**config.mk**
```make
export PLATFORM = sky130hd
export DESIGN_NAME = sdd_divider
export DESIGN_NICKNAME = d
export VERILOG_FILES = /design/src/rtl/sdd_pkg.sv /design/src/rtl/sdd_divider.sv
export SDC_FILE = /design/constraint.sdc
export NUM_CORES = 1
export LEC_CHECK = 0
export BUFFER_PORTS_ARGS = -buffer_cell sky130_fd_sc_hd__buf_4
export CAP_MARGIN = 20
export CORE_UTILIZATION = 35
export CTS_BUF_LIST = sky130_fd_sc_hd__clkbuf_4 sky130_fd_sc_hd__clkbuf_8 sky130_fd_sc_hd__clkbuf_16
export CTS_CLUSTER_DIAMETER = 100
export DETAILED_ROUTE_END_ITERATION = 8
export PLACE_DENSITY_LB_ADDON = 0.1
export SETUP_SLACK_MARGIN = 0.2
export SLEW_MARGIN = 40
export SYNTH_ARGS = -nofsm -noshare
export SYNTH_HDL_FRONTEND = slang
export SYNTH_SLANG_ARGS = --single-unit
```
**constraint.sdc**
```tcl
create_clock -name clk -period 7 [get_ports clk]
set_input_delay 1.4 -clock clk [delete_from_list [all_inputs] [get_ports clk]]
set_output_delay 1.4 -clock clk [all_outputs]
set_load 0.03 [all_outputs]
```
**src/rtl/sdd_pkg.sv**
```systemverilog
// Package for the shuffled deck dealer: sizes, constants and shared types.
// No dependencies; every other file refers to it by scoped names.
`timescale 1ns / 1ps
package sdd_pkg;
	localparam int DECK_SIZE = 1024;
	localparam int DECK_W = $clog2(DECK_SIZE);
	localparam int POS_W = DECK_W + 1;
	localparam int MAX_CANDIDATES = 64;
	localparam int CAND_W = 7;
	localparam int VICT_W = 6;
	localparam int CARD_W = 10;
	localparam logic [63:0] STUCK_STATE = 64'h1234567890abcdef;
	localparam logic [63:0] SEED_FALLBACK = 64'h9e3779b97f4a7c15;

	// Request to the shared restoring divider.
	typedef struct packed {
		logic start;
		logic [63:0] dividend;
		logic [63:0] divisor;
	} div_req_t;

	// Status back from the divider.
	typedef struct packed {
		logic done;
		logic [63:0] remainder;
	} div_rsp_t;

	// One xorshift64 step.
	function automatic logic [63:0] xorshift(input logic [63:0] s);
		logic [63:0] x;
		x = s ^ (s << 13);
		x = x ^ (x >> 7);
		x = x ^ (x << 17);
		return x;
	endfunction
endpackage

```
**src/rtl/sdd_divider.sv**
```systemverilog
// Shared radix-2 restoring remainder unit, one quotient bit per cycle.
// Depends on sdd_pkg for the request and response structs.
`timescale 1ns / 1ps
module sdd_divider (
	input  logic              clk,
	input  logic              arst_n,
	input  sdd_pkg::div_req_t req,
	output sdd_pkg::div_rsp_t rsp
);
	logic [63:0] rem_q;
	logic [63:0] num_q;
	logic [63:0] den_q;
	logic [6:0]  cnt_q;
	logic        busy_q;
	logic        done_q;
	logic [64:0] trial;

	// Shift in the next dividend bit and try a subtraction.
	assign trial = {rem_q, num_q[63]} - {1'b0, den_q};

	always_ff @(posedge clk or negedge arst_n) begin
		if (!arst_n) begin
			busy_q <= 1'b0;
			done_q <= 1'b0;
			cnt_q  <= '0;
		end else begin
			done_q <= 1'b0;
			if (req.start) begin
				busy_q <= 1'b1;
				cnt_q  <= 7'd64;
			end else if (busy_q) begin
				cnt_q <= cnt_q - 7'd1;
				if (cnt_q == 7'd1) begin
					busy_q <= 1'b0;
					done_q <= 1'b1;
				end
			end
		end
	end

	// Datapath registers.
	always_ff @(posedge clk) begin
		if (req.start) begin
			rem_q <= '0;
			num_q <= req.dividend;
			den_q <= req.divisor;
		end else if (busy_q) begin
			num_q <= {num_q[62:0], 1'b0};
			if (!trial[64]) rem_q <= trial[63:0];
			else rem_q <= {rem_q[62:0], num_q[63]};
		end
	end

	assign rsp.done = done_q;
	assign rsp.remainder = rem_q;
endmodule

```
* Word level (Yosys, flattened, before mapping)
Index checks and enable logic that the tools add are counted.
** Word-level totals
- Output and inout bits :: 65
- Logic and storage cells :: 21
- Register bits after elaboration :: 201
** Operators by class
- Equal/unequal tests :: 1
- Reductions and logical operators :: 1
- Mux-type cells :: 11
- Add/subtract/negate cells :: 2
** Operator list (count)
- 64-bit 2-to-1 mux :: 3
- 65-bit by 64-bit subtractor with 65-bit output :: 1
- 7-bit 2-to-1 mux :: 2
- 7-bit by 1-bit equality test with 1-bit output, second input constant :: 1
- 7-bit by 1-bit subtractor with 7-bit output, second input constant :: 1
- 1-bit 2-to-1 mux :: 6
- 2-bit nonzero test :: 1

* Depth between registers and ports, before layout
Gate-level depths: netlist (run 1).
- Word-level depth :: 4
- Mapped depth :: 15
- Mapped depth without buffers :: 13

* Least setup slack after synthesis (run 1)
OpenSTA, ideal clock, no wires.
- Path type :: register -> register
- From :: reg rem_q[0]
- To :: reg rem_q[29]
- Required time :: 6.909 ns
- Path slack :: 3.229 ns
- Clock period less this slack :: 3.771 ns
- Stages on the path, launching flop included :: 14
- Arrival time :: 3.679 ns
- Path through :: dfxtp_1 inv_1 fa_1 and2b_1 o2111ai_1 a311o_1 a311oi_1 nor2_1 o31ai_4 xnor2_1 buf_2 clkbuf_1 nand2_1 a311oi_1
** On the way
- Word-level cells in the longest chain between the ends :: 2
** Ends and longest elaborated chain
- start, declared :: line sdd_divider.sv:10 : logic [63:0] rem_q;
- start signal, assigned :: line sdd_divider.sv:49 : if (!trial[64]) rem_q <= trial[63:0];
- start signal, assigned :: line sdd_divider.sv:50 : else rem_q <= {rem_q[62:0], num_q[63]};
- 65-bit by 64-bit subtractor with 65-bit output :: line sdd_divider.sv:19 : assign trial = {rem_q, num_q[63]} - {1'b0, den_q};
- 64-bit 2-to-1 mux :: line sdd_divider.sv:49
No other way between the ends.
A chain may end at the register's enable or synchronous reset.

* Worst setup path after layout (run 1)
- From :: reg num_q[63]
- To :: reg rem_q[60]
** On the way
- Word-level cells in the longest chain between the ends :: 2
** Ends and longest elaborated chain
- start, declared :: line sdd_divider.sv:11 : logic [63:0] num_q;
- start signal, assigned :: line sdd_divider.sv:45 : num_q <= req.dividend;
- start signal, assigned :: line sdd_divider.sv:48 : num_q <= {num_q[62:0], 1'b0};
- 65-bit by 64-bit subtractor with 65-bit output :: line sdd_divider.sv:19
- 64-bit 2-to-1 mux :: line sdd_divider.sv:49
No other way between the ends.

==> key figures, run 1 <==
Job
  • Max-cap violations: 0

Routing
  • Routed length per placed instance: 17.51 µm
  • DR DRC count: 0
  • Antenna Nets Post-Route: 0
  • Detailed Route Iter0 Violations: ~520
  • DR pass1 iterations: 5
  • Vias after detailed routing: roughly 9,600
  • Drt via density: ~5.2
  • Final wirelength: 32,400 µm

Finish
  • Most frequent cells in the layout: buf_4, nand2_1, edfxtp_1, nor2_1, a21oi_1
  • Synthesis-to-finish area growth: 22.82%
  • Final net count: 1,581
  • Commonest non-fill, non-tap cell in the layout: buf_4
  • Share of cells above drive strength 1: 23.89%
  • # diodes: 0
  • Design area: 14,560 µm²
  • Fin cells: 1,850

Placement
  • Inst Count DP: ~1,800
  • Post-DP Area: 13,680 µm²
  • Routability cong.: 0.8792
  • Port bufs: about 200
  • Detailed placement HPWL: 23,500 µm

Global route
  • Grt ovf: 0
  • Initial antenna violation count: 0
  • GRT Overall Usage: between 10% and 20%
  • Pin count of the biggest net entering global routing: 82
  • First-pass GRT wire length: 51,500 µm
  • Vias in the first global route: 9,417

STA
  • Final Setup Violations: 0
  • Clock period minus worst slack: 4340 ps
  • Tcrit/Tclk final: 62.00%
  • Final Skew: 22.53 ps
  • Setup TNS: 0 ps
  • Fin. max-slew vios: 0
  • Fin. Hold Viols: 0
  • Worst-Margin Slew: 853.4 ps
  • Worst slew margin: 42.72%
  • F_max: 0.2304 GHz
  • Unrepaired setup endpoints after global routing: no

Setup path
  • R2R setup slack: 2660 ps
  • CP Launch Type: flip-flop
  • Cell breakdown of the critical path: inv_1 -> ha_1 -> fa_1 -> and2b_1 -> o2111ai_1 -> a311o_1 -> a311oi_1 -> nor2_1 -> o31ai_4 -> xor2_4 -> buf_4 -> nand2_2 -> or3_1 -> nand3_1
  • CP Max Fanout: 37
  • Worst setup path class: flip-flop to flip-flop
  • Critical Path Max Stage Delay: between 400 and 500 ps
  • CP required: ~7500 ps
  • WP data arrival: 4830 ps
  • Worst setup EP type: flip-flop
  • Slowest CP cell: o31ai_4

Yosys
  • Net count after synthesis: 1,420
  • Mapped Avg Cell Area: 9.700 µm²
  • Post-synth EDFFs: around 130
  • Syn Inst Count: 1,222
  • Mapped Area: 11,850 µm²
  • Synth unique cells: 70
  • Ys Warns: 0
  • Seq/Total Area, Yosys: 45.13%
  • Synth Flop Type: edfxtp_1
  • FF+latch count, synth: about 200
  • Asr flop ratio synth: 4.478%

Clock network
  • CTS Buf Count: 25
  • Clk root buf: clkbuf_16
  • CTS Sinks: 201
  • CTS H-tree lvls: 1
  • CTS clk-pin slew, worst paths: 70 ps
  • Hold-fix buffers at CTS: 0
  • Max clock buf depth: 3
  • Setup bufs post-CTS: 0
  • Clk_lat worst skew: 550 ps
  • CTS tree: yes
  • Post_cts resized: 0

Min path
  • Worst hold path class: flip-flop to flip-flop

Pwr
  • Lkg Pwr: 6.160 nW
  • Cell Pwr Density: between 200 and 250 nW/µm²
  • Worst vdd ir: between 0.2 and 0.25 mV

Die
  • Die Width: 186.0 µm
  • Die ar.: 34,610 µm²
  • Core area: ~33,000 µm²
  • IO Pins: 196
  • Die Y: 186.0 µm
  • Cell Rows: 67
  • Initial Utilization: 35.44%

Outcome
  • Status: finished clean
layout make-up:
type / count / area, µm²
Fill cell: 3321 / 18890
Tap cell: 448 / 560.5
Inverter: 87 / 326.6
Clock inverter: 16 / 195.2
Clock buffer: 30 / 669.4
Multi-Input combinational cell: 863 / 5902
Timing Repair Buffer: 205 / 1554
Sequential cell: 201 / 5351
registers in the layout, summed over array words and instances (netlist names):
register,cells
cnt_q,7
done_q,1
rem_q,64
num_q,64
busy_q,1
den_q,64
through the flow:
step | hold slack, ps | setup slack (ps) | power (W) | utilization (%)
2_1_floorplan | 478.4 | 3229 | 0.001923 | -
3_3_place_gp | 494.8 | 2716 | 0.002143 | 40.89
3_5_place_dp | 493.0 | 2671 | 0.002146 | 40.91
4_1_cts | 512.3 | 2632 | 0.003523 | 43.50
5_1_grt | 542.3 | 2345 | 0.003652 | 43.53
6_report | 504.4 | 2660 | 0.003482 | 43.53
cells in the mapped netlist (4+ instances only):
library cell | n | area share, %
nand4_1 | 23 | 1.2
nor3_1 | 15 | 0.63
nand3_1 | 12 | 0.51
inv_1 | 87 | 2.8
nand2b_1 | 11 | 0.58
o211ai_1 | 6 | 0.38
o221ai_1 | 4 | 0.30
xor2_1 | 27 | 2.0
a21oi_1 | 99 | 4.2
edfxtp_1 | 128 | 32
nor2b_1 | 7 | 0.37
mux2_2 | 65 | 6.2
a311oi_1 | 23 | 1.7
a211oi_1 | 10 | 0.63
nor2_1 | 101 | 3.2
o21a_1 | 6 | 0.38
o2111ai_1 | 5 | 0.37
a22oi_1 | 9 | 0.57
clkbuf_1 | 57 | 1.8
a311oi_2 | 7 | 0.89
o21ai_1 | 10 | 0.42
dfxtp_1 | 64 | 11
a31oi_1 | 15 | 0.79
nand3b_1 | 4 | 0.25
a21o_1 | 28 | 1.8
o21bai_1 | 18 | 1.1
ha_1 | 66 | 7.0
nand2_1 | 137 | 4.3
xnor2_1 | 33 | 2.4
buf_2 | 11 | 0.46
o21ai_0 | 50 | 2.1
and3_1 | 7 | 0.37
dfrtp_1 | 9 | 1.9
where the power goes:
group / total [W] / internal (W) / switching (W)
clock network: 0.00136 / 0.000832 / 0.000527
registers: 0.00146 / 0.00139 / 0.0000652
logic: 0.000663 / 0.000287 / 0.000376
worst max-delay path, delay by kind of cell (launching register included):
kind	cells	cell delay, ps
AO/OA/AOI/OAI	4	1380
XOR/XNOR	1	160
flip-flops	1	340
buffers and inverters	2	490
adder cells (fa/ha/maj)	2	580
AND/OR/NAND/NOR	5	1320
routing by layer:
metal  up-vias  track usage, %  part of all wire (%)
met2       230           28.93                    43
met5         -               0                     0
met3        41           5.381                   7.3
met1      4517           26.18                    47
li1       4763               -                     -
met4         0           4.197                   2.1
path summary, 6_finish.rpt:
check                          start        end  depth (start not counted)
setup / recovery           num_q[63]  rem_q[60]                         14
min in group asynchronous     arst_n   cnt_q[2]                          1
hold / removal             rem_q[10]  rem_q[10]                          2
setup reg to reg           num_q[63]  rem_q[60]                         14
hold reg to reg            rem_q[10]  rem_q[10]                          2
max in group asynchronous     arst_n     busy_q                          1
cell families after synthesis:
family / count (synthesis) / share of synthesized area, %
and+or+nand+nor: 336 / 12.65
AOI/OAI and AO/OA: 331 / 18.78
DFF: 201 / 45.13
buffers and inverters: 158 / 5.214
muxes: 68 / 6.428
adders and majority gates: 67 / 7.135
xor gates and xnor gates: 61 / 4.665
Power figures use the tool's default switching activity.
==> run 2, diff against run 1 <==
- ABC_AREA: not set -> 1
- clock period: 7 -> 3.8 ns (I/O delays scaled with it)
==> run 2 against run 1 <==
Compared with the run above: largest cell class unchanged; fmax up 38%; first-iteration DRC count up 43%; combinational power up 3%; clock power up 74%; final cell count up 64%; worst setup slack worse by 2000 ps; clock skew up 14 ps; sequential share of layout area down 6.1 points; wire length up 46%; highest routed layer unchanged; synthesized area up 23%; die area up 23%; the run now ends with design-rule violations left; register-to-register slack worse by 2000 ps.
==> key figures, run 2 <==
Pwr
  • Logic pwr share: 12.2% (-6.9 points)
  • Lkg Pwr: 9.954 nW (+62%)
  • Switching Share: 25.87% (-1.9 points)
  • Pint: 0.004136 W (+65%)
  • Reg power frac: 45.5% (+3.6 points)
  • NetSw: 0.001443 W (+49%)
  • Worst vdd ir: 0.2884 mV (+41%)
  • Cell Pwr Density: 319.9 nW/µm² (+34%)
  • Clock network fraction of total power: 42.3% (+3.3 points)

Finish
  • Synthesis-to-finish area growth: 19.44%
  • # diodes: 0 (unchanged)
  • Largest registers: den_q x64, num_q x64, rem_q x64
  • Commonest non-fill, non-tap cell in the layout: nand2_1
  • Share of cells above drive strength 1: 12.91% (-11 points)
  • Fillers: 4,536 (+37%)
  • Most frequent cells in the layout: nand2_1, inv_1, buf_4, nand3_1, edfxtp_1
  • Finished Core Util: 42.52% (-1.0 points)
  • Final net count: 2,680 (+70%)

Setup path
  • CP required: 4270 ps (-3220 ps)
  • CP Launch Type: flip-flop
  • WP data arrival: 3600 ps (-1230 ps)
  • Worst setup path class: flip-flop to flip-flop
  • CP Max Fanout: 24 (-35%)
  • R2R setup slack: 670 ps (-1990 ps)
  • Worst setup EP type: flip-flop

Global route
  • GRT Overall Usage: 22.49% (+3.6 points)
  • First-pass GRT wire length: 73,240 µm (+42%)
  • Grt ovf: 0 (unchanged)
  • Initial antenna violation count: 0 (unchanged)
  • Pin count of the biggest net entering global routing: 68 (-17%)
  • Vias in the first global route: 13,270 (+41%)

Yosys
  • Mapped Avg Cell Area: 6.385 µm² (-34%)
  • Post-synth top cells: nand2_1, inv_1, nand3_1
  • Asr flop ratio synth: 4.478% (unchanged)
  • Syn Inst Count: 2,287 (+87%)
  • Ys Warns: 0 (unchanged)
  • Synth unique cells: 37 (-47%)
  • Post-synth EDFFs: 128 (unchanged)
  • Count leader, synth: nand2_1
  • FF+latch count, synth: 201 (unchanged)
  • Net count after synthesis: 2,485 (+75%)
  • Mapped Area: 14,600 µm² (+23%)
  • Leading area contributor after synthesis: nand2_1
  • Synth Flop Type: edfxtp_1
  • Area contributors post-synth: nand2_1, edfxtp_1, inv_1
  • Top cell type's share of synthesized area: 26.71% (-5.7 points)
  • Seq/Total Area, Yosys: 36.64% (-8.5 points)

STA
  • Worst-Margin Slew: 799.9 ps (-53.49 ps)
  • Clock period minus worst slack: 3135 ps (-1205 ps)
  • Tcrit/Tclk final: 82.50% (+20 points)
  • Unrepaired setup endpoints after global routing: no
  • Worst slew margin: 46.67% (+4.0 points)
  • Fin. Hold Viols: 0 (unchanged)
  • Final Setup Violations: 0 (unchanged)
  • Fin. max-slew vios: 0 (unchanged)
  • Setup TNS: 0 ps (unchanged)
  • Final Skew: 37.01 ps (+14.48 ps)
  • F_max: 0.3190 GHz (+38%)

Die
  • Die Width: 206.3 µm (+11%)
  • Initial Utilization: 35.60% (+0.16 points)
  • Die ar.: 42,540 µm² (+23%)
  • Core area: 41,020 µm² (+23%)
  • Cell Rows: 74 (+10%)
  • Die Y: 206.3 µm (+11%)
  • IO Pins: 196 (unchanged)

Clock network
  • CTS tree: yes
  • Clk_lat worst skew: 570 ps (+20 ps)
  • Post_cts resized: 0 (unchanged)
  • Clk root buf: clkbuf_16
  • Max clock buf depth: 3 (unchanged)
  • CTS Sinks: 201 (unchanged)
  • CTS clk-pin slew, worst paths: 60 ps (about the same)
  • Setup bufs post-CTS: 0 (unchanged)
  • CTS Buf Count: 25 (unchanged)
  • CTS H-tree lvls: 1 (unchanged)

Routing
  • Antenna Nets Post-Route: 0 (unchanged)
  • DR pass1 iterations: 7 (+2)
  • Detailed Route Iter0 Violations: 741 (+43%)
  • Final wirelength: 47,300 µm (+46%)
  • Routed length per placed instance: 15.59 µm (-11%)
  • DR DRC count: 14 (+14)
  • Drt via density: 4.533 (-12%)
  • Vias after detailed routing: 13,750 (+44%)

Outcome
  • Violated checks: design-rule violations
  • Status: complete, but fails checks

Job
  • Max-cap violations: 0 (unchanged)

Placement
  • Routability cong.: 0.9244 (+5.1%)
  • Detailed placement HPWL: 38,020 µm (+62%)
  • Port bufs: 195 (unchanged)

Min path
  • Worst hold path class: primary input to flip-flop
## run 2: metrics by stage
stage,cell area (µm²),cells,total power (W),setup slack (ps),hold slack [ps]
finish,17440,3033,0.005580,665.0,358.6
detailed placement,16620,2986,0.003272,668.8,483.2
CTS,17440,3033,0.005666,646.3,331.4
global route,17440,3033,0.005832,449.6,332.3
floorplan,14600,2287,0.002987,1102,456.8
global placement,16620,2986,0.003264,739.3,475.4
## run 2: final cells by class
cell class	count	area, µm²	area share [%]
multi-input cells	1544	7129	40.88
flip-flops and latches	201	5350	30.68
inverters	501	1881	10.78
repair buffers	209	1609	9.226
clock buffers	43	773.2	4.434
well taps	532	665.6	3.817
clock inverters	3	32.53	0.1865
## run 2: routing by layer
metal  global-route usage [%]  share of wire [%]
met1                    29.58                 46
met2                    37.49                 46
met3                    4.541                5.9
met4                    5.541                2.5
met5                        0                  0
## run 2: kinds of logic after synthesis
| family | synth area share, % |
|---|---|
| buffers and inverters | 14.64 |
| XOR/XNOR | 1.859 |
| AO/OA/AOI/OAI | 2.554 |
| AND/OR/NAND/NOR | 38.52 |
| flip-flops | 36.64 |
| adder cells (fa/ha/maj) | 5.793 |
## run 2: path summary, 6_finish.rpt
path | start | to | cells past startpoint
max | rem_q[0] | rem_q[16] | 19
min | req[44] | den_q[44] | 1
max reg2reg | rem_q[0] | rem_q[16] | 19
min reg2reg | num_q[62] | num_q[63] | 2
max in group asynchronous | arst_n | cnt_q[5] | 2
min in group asynchronous | arst_n | busy_q | 2
## run 2: power groups by stage
stage | clock [W] | combinational (W) | sequential, W
2_1_floorplan | 0 | 0.000415 | 0.00257
3_3_place_gp | 0 | 0.000685 | 0.00258
3_5_place_dp | 0 | 0.000689 | 0.00258
4_1_cts | 0.00243 | 0.000692 | 0.00254
5_1_grt | 0.00250 | 0.000773 | 0.00255
6_report | 0.00236 | 0.000681 | 0.00254
## run 2: critical path: stages, from the launching register on
cell and delay [ps]:
dfxtp_1 450, inv_1 120, fa_1 480, inv_1 120, nand2_1 60, nand2_1 70, nand3_1 80, nand2_2 120
nand2_2 60, nand2_2 130, nand2_2 70, nand2_2 130, nand2_2 130, nand2_4 90, nand2_4 80, nand2_4 340
buf_4 290, nand2_1 80, nand3_1 80, nand2_1 40
## run 2: timing repair
action / 4_1_cts / 5_1_grt
setup endpoints to repair: 0 / 0
hold endpoints to repair: 4 / 0
hold buffers: 1 / 0
==> run 3, diff against run 2 <==
- clock period: 3.8 -> 2.5 ns (I/O delays scaled with it)
==> run 3 against run 2 <==
Compared with the run above: the run ends with design-rule violations, negative setup slack left; non-clock buffer count is 159 higher; total power is 57% higher; sequential share of layout area is 2.9 points lower; global-route usage is 0.76 points higher; largest power group unchanged; wire length is 5.9% higher; critical path type unchanged.
==> key figures, run 3 (synthesized netlist as in run 2, its figures left out) <==
STA
  • Tcrit/Tclk final: 101.2% (+19 points)
  • Final Skew: 18.34 ps (-18.66 ps)
  • Fin. max-slew vios: 0 (unchanged)
  • PnR worst setup slack: -30.78 ps (-695.8 ps)
  • Worst slew margin: 66.67% (+20 points)
  • Clock period minus worst slack: 2531 ps (-604.2 ps)
  • Fin. Hold Viols: 0 (unchanged)
  • Worst-Margin Slew: 499.9 ps (-300.0 ps)
  • F_max: 0.3951 GHz (+24%)
  • Final Setup Violations: 11 (+11)
  • Unrepaired setup endpoints after global routing: yes
  • Setup TNS: -164.7 ps (-164.7 ps)

Finish
  • Most frequent cells in the layout: nand2_1, inv_1, buf_4, edfxtp_1, nand3_1
  • # diodes: 0 (unchanged)
  • Reg area: 5398 µm² (+0.89%)
  • Multi-input logic area: 7597 µm² (+6.6%)
  • Fillers: 4,338 (-4.4%)
  • Final net count: 2,840 (+6.0%)
  • Finished Core Util: 47.46% (+4.9 points)
  • Fin cells: 3,193 (+5.3%)
  • Synthesis-to-finish area growth: 33.32%
  • Largest registers: den_q x64, num_q x64, rem_q x64
  • Commonest non-fill, non-tap cell in the layout: nand2_1
  • Design area: 19,470 µm² (+12%)
  • Share of cells above drive strength 1: 23.56% (+11 points)

Global route
  • Pin count of the biggest net entering global routing: 71 (+4.4%)
  • Grt ovf: 0 (unchanged)
  • Vias in the first global route: 14,060 (+5.9%)
  • First-pass GRT wire length: 75,870 µm (+3.6%)
  • Initial antenna violation count: 0 (unchanged)
  • GRT Overall Usage: 23.25% (+0.76 points)

Clock network
  • CTS clk-pin slew, worst paths: 60 ps (about the same)
  • Clk_lat worst skew: 570 ps (about the same)
  • Clk root buf: clkbuf_16
  • Max clock buf depth: 3 (unchanged)
  • CTS Buf Count: 25 (unchanged)
  • CTS H-tree lvls: 1 (unchanged)
  • CTS tree: yes
  • CTS Sinks: 201 (unchanged)

Setup path
  • Most numerous cell on the critical path: nand2_1
  • Slowest CP cell: edfxtp_1
  • WP data arrival: 2990 ps (-610 ps)
  • Worst setup path class: flip-flop to flip-flop
  • CP Max Fanout: 8 (-67%)
  • Critical Path Max Stage Delay: 360 ps (-120 ps)
  • CP required: 2960 ps (-1310 ps)
  • R2R setup slack: -30 ps (-700 ps)
  • CP Launch Type: flip-flop
  • Worst setup EP type: flip-flop
  • Cell breakdown of the critical path: inv_1 -> ha_1 -> nand2_1 -> inv_1 -> nand2_1 -> nand2_1 -> inv_1 -> nand2_2 -> nand2_1 -> nand2_2 -> a21oi_4 -> buf_4 -> nand3_4 -> nand2_8 -> clkbuf_16 -> nand2_1 -> nand3_1 -> nand2_1

Die
  • Cell Rows: 74 (unchanged)
  • IO Pins: 196 (unchanged)
  • Die Y: 206.3 µm (unchanged)
  • Core area: 41,020 µm² (unchanged)
  • Die ar.: 42,540 µm² (unchanged)
  • Initial Utilization: 35.60% (unchanged)
  • Die Width: 206.3 µm (unchanged)

Routing
  • Drt via density: 4.451 (-1.8%)
  • Routed length per placed instance: 15.69 µm (+0.64%)
  • Antenna Nets Post-Route: 0 (unchanged)
  • Final wirelength: 50,110 µm (+5.9%)
  • Vias after detailed routing: 14,210 (+3.4%)
  • Detailed Route Iter0 Violations: 821 (+11%)
  • DR DRC count: 13 (-1)
  • DR pass1 iterations: 7 (unchanged)

Job
  • Max-cap violations: 0 (unchanged)

Pwr
  • Cell Pwr Density: 448.9 nW/µm² (+40%)
  • Worst vdd ir: 0.4572 mV (+58%)
  • Lkg Pwr: 11.02 nW (+11%)

Placement
  • Port bufs: 195 (unchanged)
  • Post-Place Worst Slack: -81.28 ps (-750.0 ps)
  • Inst Count DP: 3,126 (+4.7%)
  • Detailed placement HPWL: 38,970 µm (+2.5%)
  • Post-DP Area: 17,800 µm² (+7.1%)
  • Routability cong.: 0.9192 (-0.56%)

Outcome
  • Violated checks: design-rule violations, negative setup slack
  • Status: complete, but fails checks

Min path
  • Worst hold path class: primary input to flip-flop
[run 3: cell count changes in the layout (fill, tap and decap cells not counted), sizes merged]
cell    delta
bufinv     +2
clkinv     +5
clkbuf     -2
buf      +154
nand2      +1
[run 3: path summary, 6_finish.rpt]
kind	start	to	cells past startpoint
worst max-delay path	den_q[39]	rem_q[14]	18
worst min-delay path	req[40]	den_q[40]	1
worst max register to register	den_q[39]	rem_q[14]	18
worst min register to register	rem_q[36]	rem_q[36]	2
max in group asynchronous	arst_n	cnt_q[5]	2
min in group asynchronous	arst_n	cnt_q[4]	2
[run 3: worst max-delay path, delay by kind of cell (launching register included)]
kind | cells | cell delay, ps
AOI/OAI and AO/OA | 1 | 180
adders and majority gates | 1 | 240
buffers and inverters | 5 | 550
DFF | 1 | 360
and+or+nand+nor | 11 | 1050
[run 3: report_power, final]
group          switching [W]  internal [W]
clock network        0.00149       0.00222
registers          0.0000751       0.00378
logic               0.000685      0.000486
total                0.00225       0.00649
[run 3: repair_timing]
| action | in CTS | in global routing |
|---|---|---|
| setup endpoints to repair | 64 | 64 |
| hold endpoints to repair | 9 | 0 |
| pin swaps | 10 | 14 |
| resized for setup | 67 | 69 |
| setup buffers | 4 | 6 |
| gates cloned | 4 | 6 |
| hold buffers | 1 | 0 |
[run 3: stage by stage]
stage	power (W)	hold WS, ps
final	0.008737	101.8
after global routing	0.009135	79.81
after CTS	0.008825	79.33
after detailed placement	0.005045	331.9
after global placement	0.005031	331.2
after floorplan	0.004542	204.4
[run 3: cell type report]
cell class | count | share of cell area [%]
Multi-Input combinational cell | 1545 | 39.03
Sequential cell | 201 | 27.73
Timing Repair Buffer | 368 | 15.83
Inverter | 501 | 9.680
Clock buffer | 36 | 3.702
Tap cell | 532 | 3.419
Clock inverter | 10 | 0.6106
[run 3: layer usage]
metal | up-vias | part of all wire (%) | track usage (%)
met1 | 6362 | 49 | 32.20
met2 | 253 | 44 | 38.06
met4 | 0 | 2.4 | 5.121
li1 | 7549 | - | -
met3 | 49 | 4.3 | 3.343
met5 | - | 0 | 0
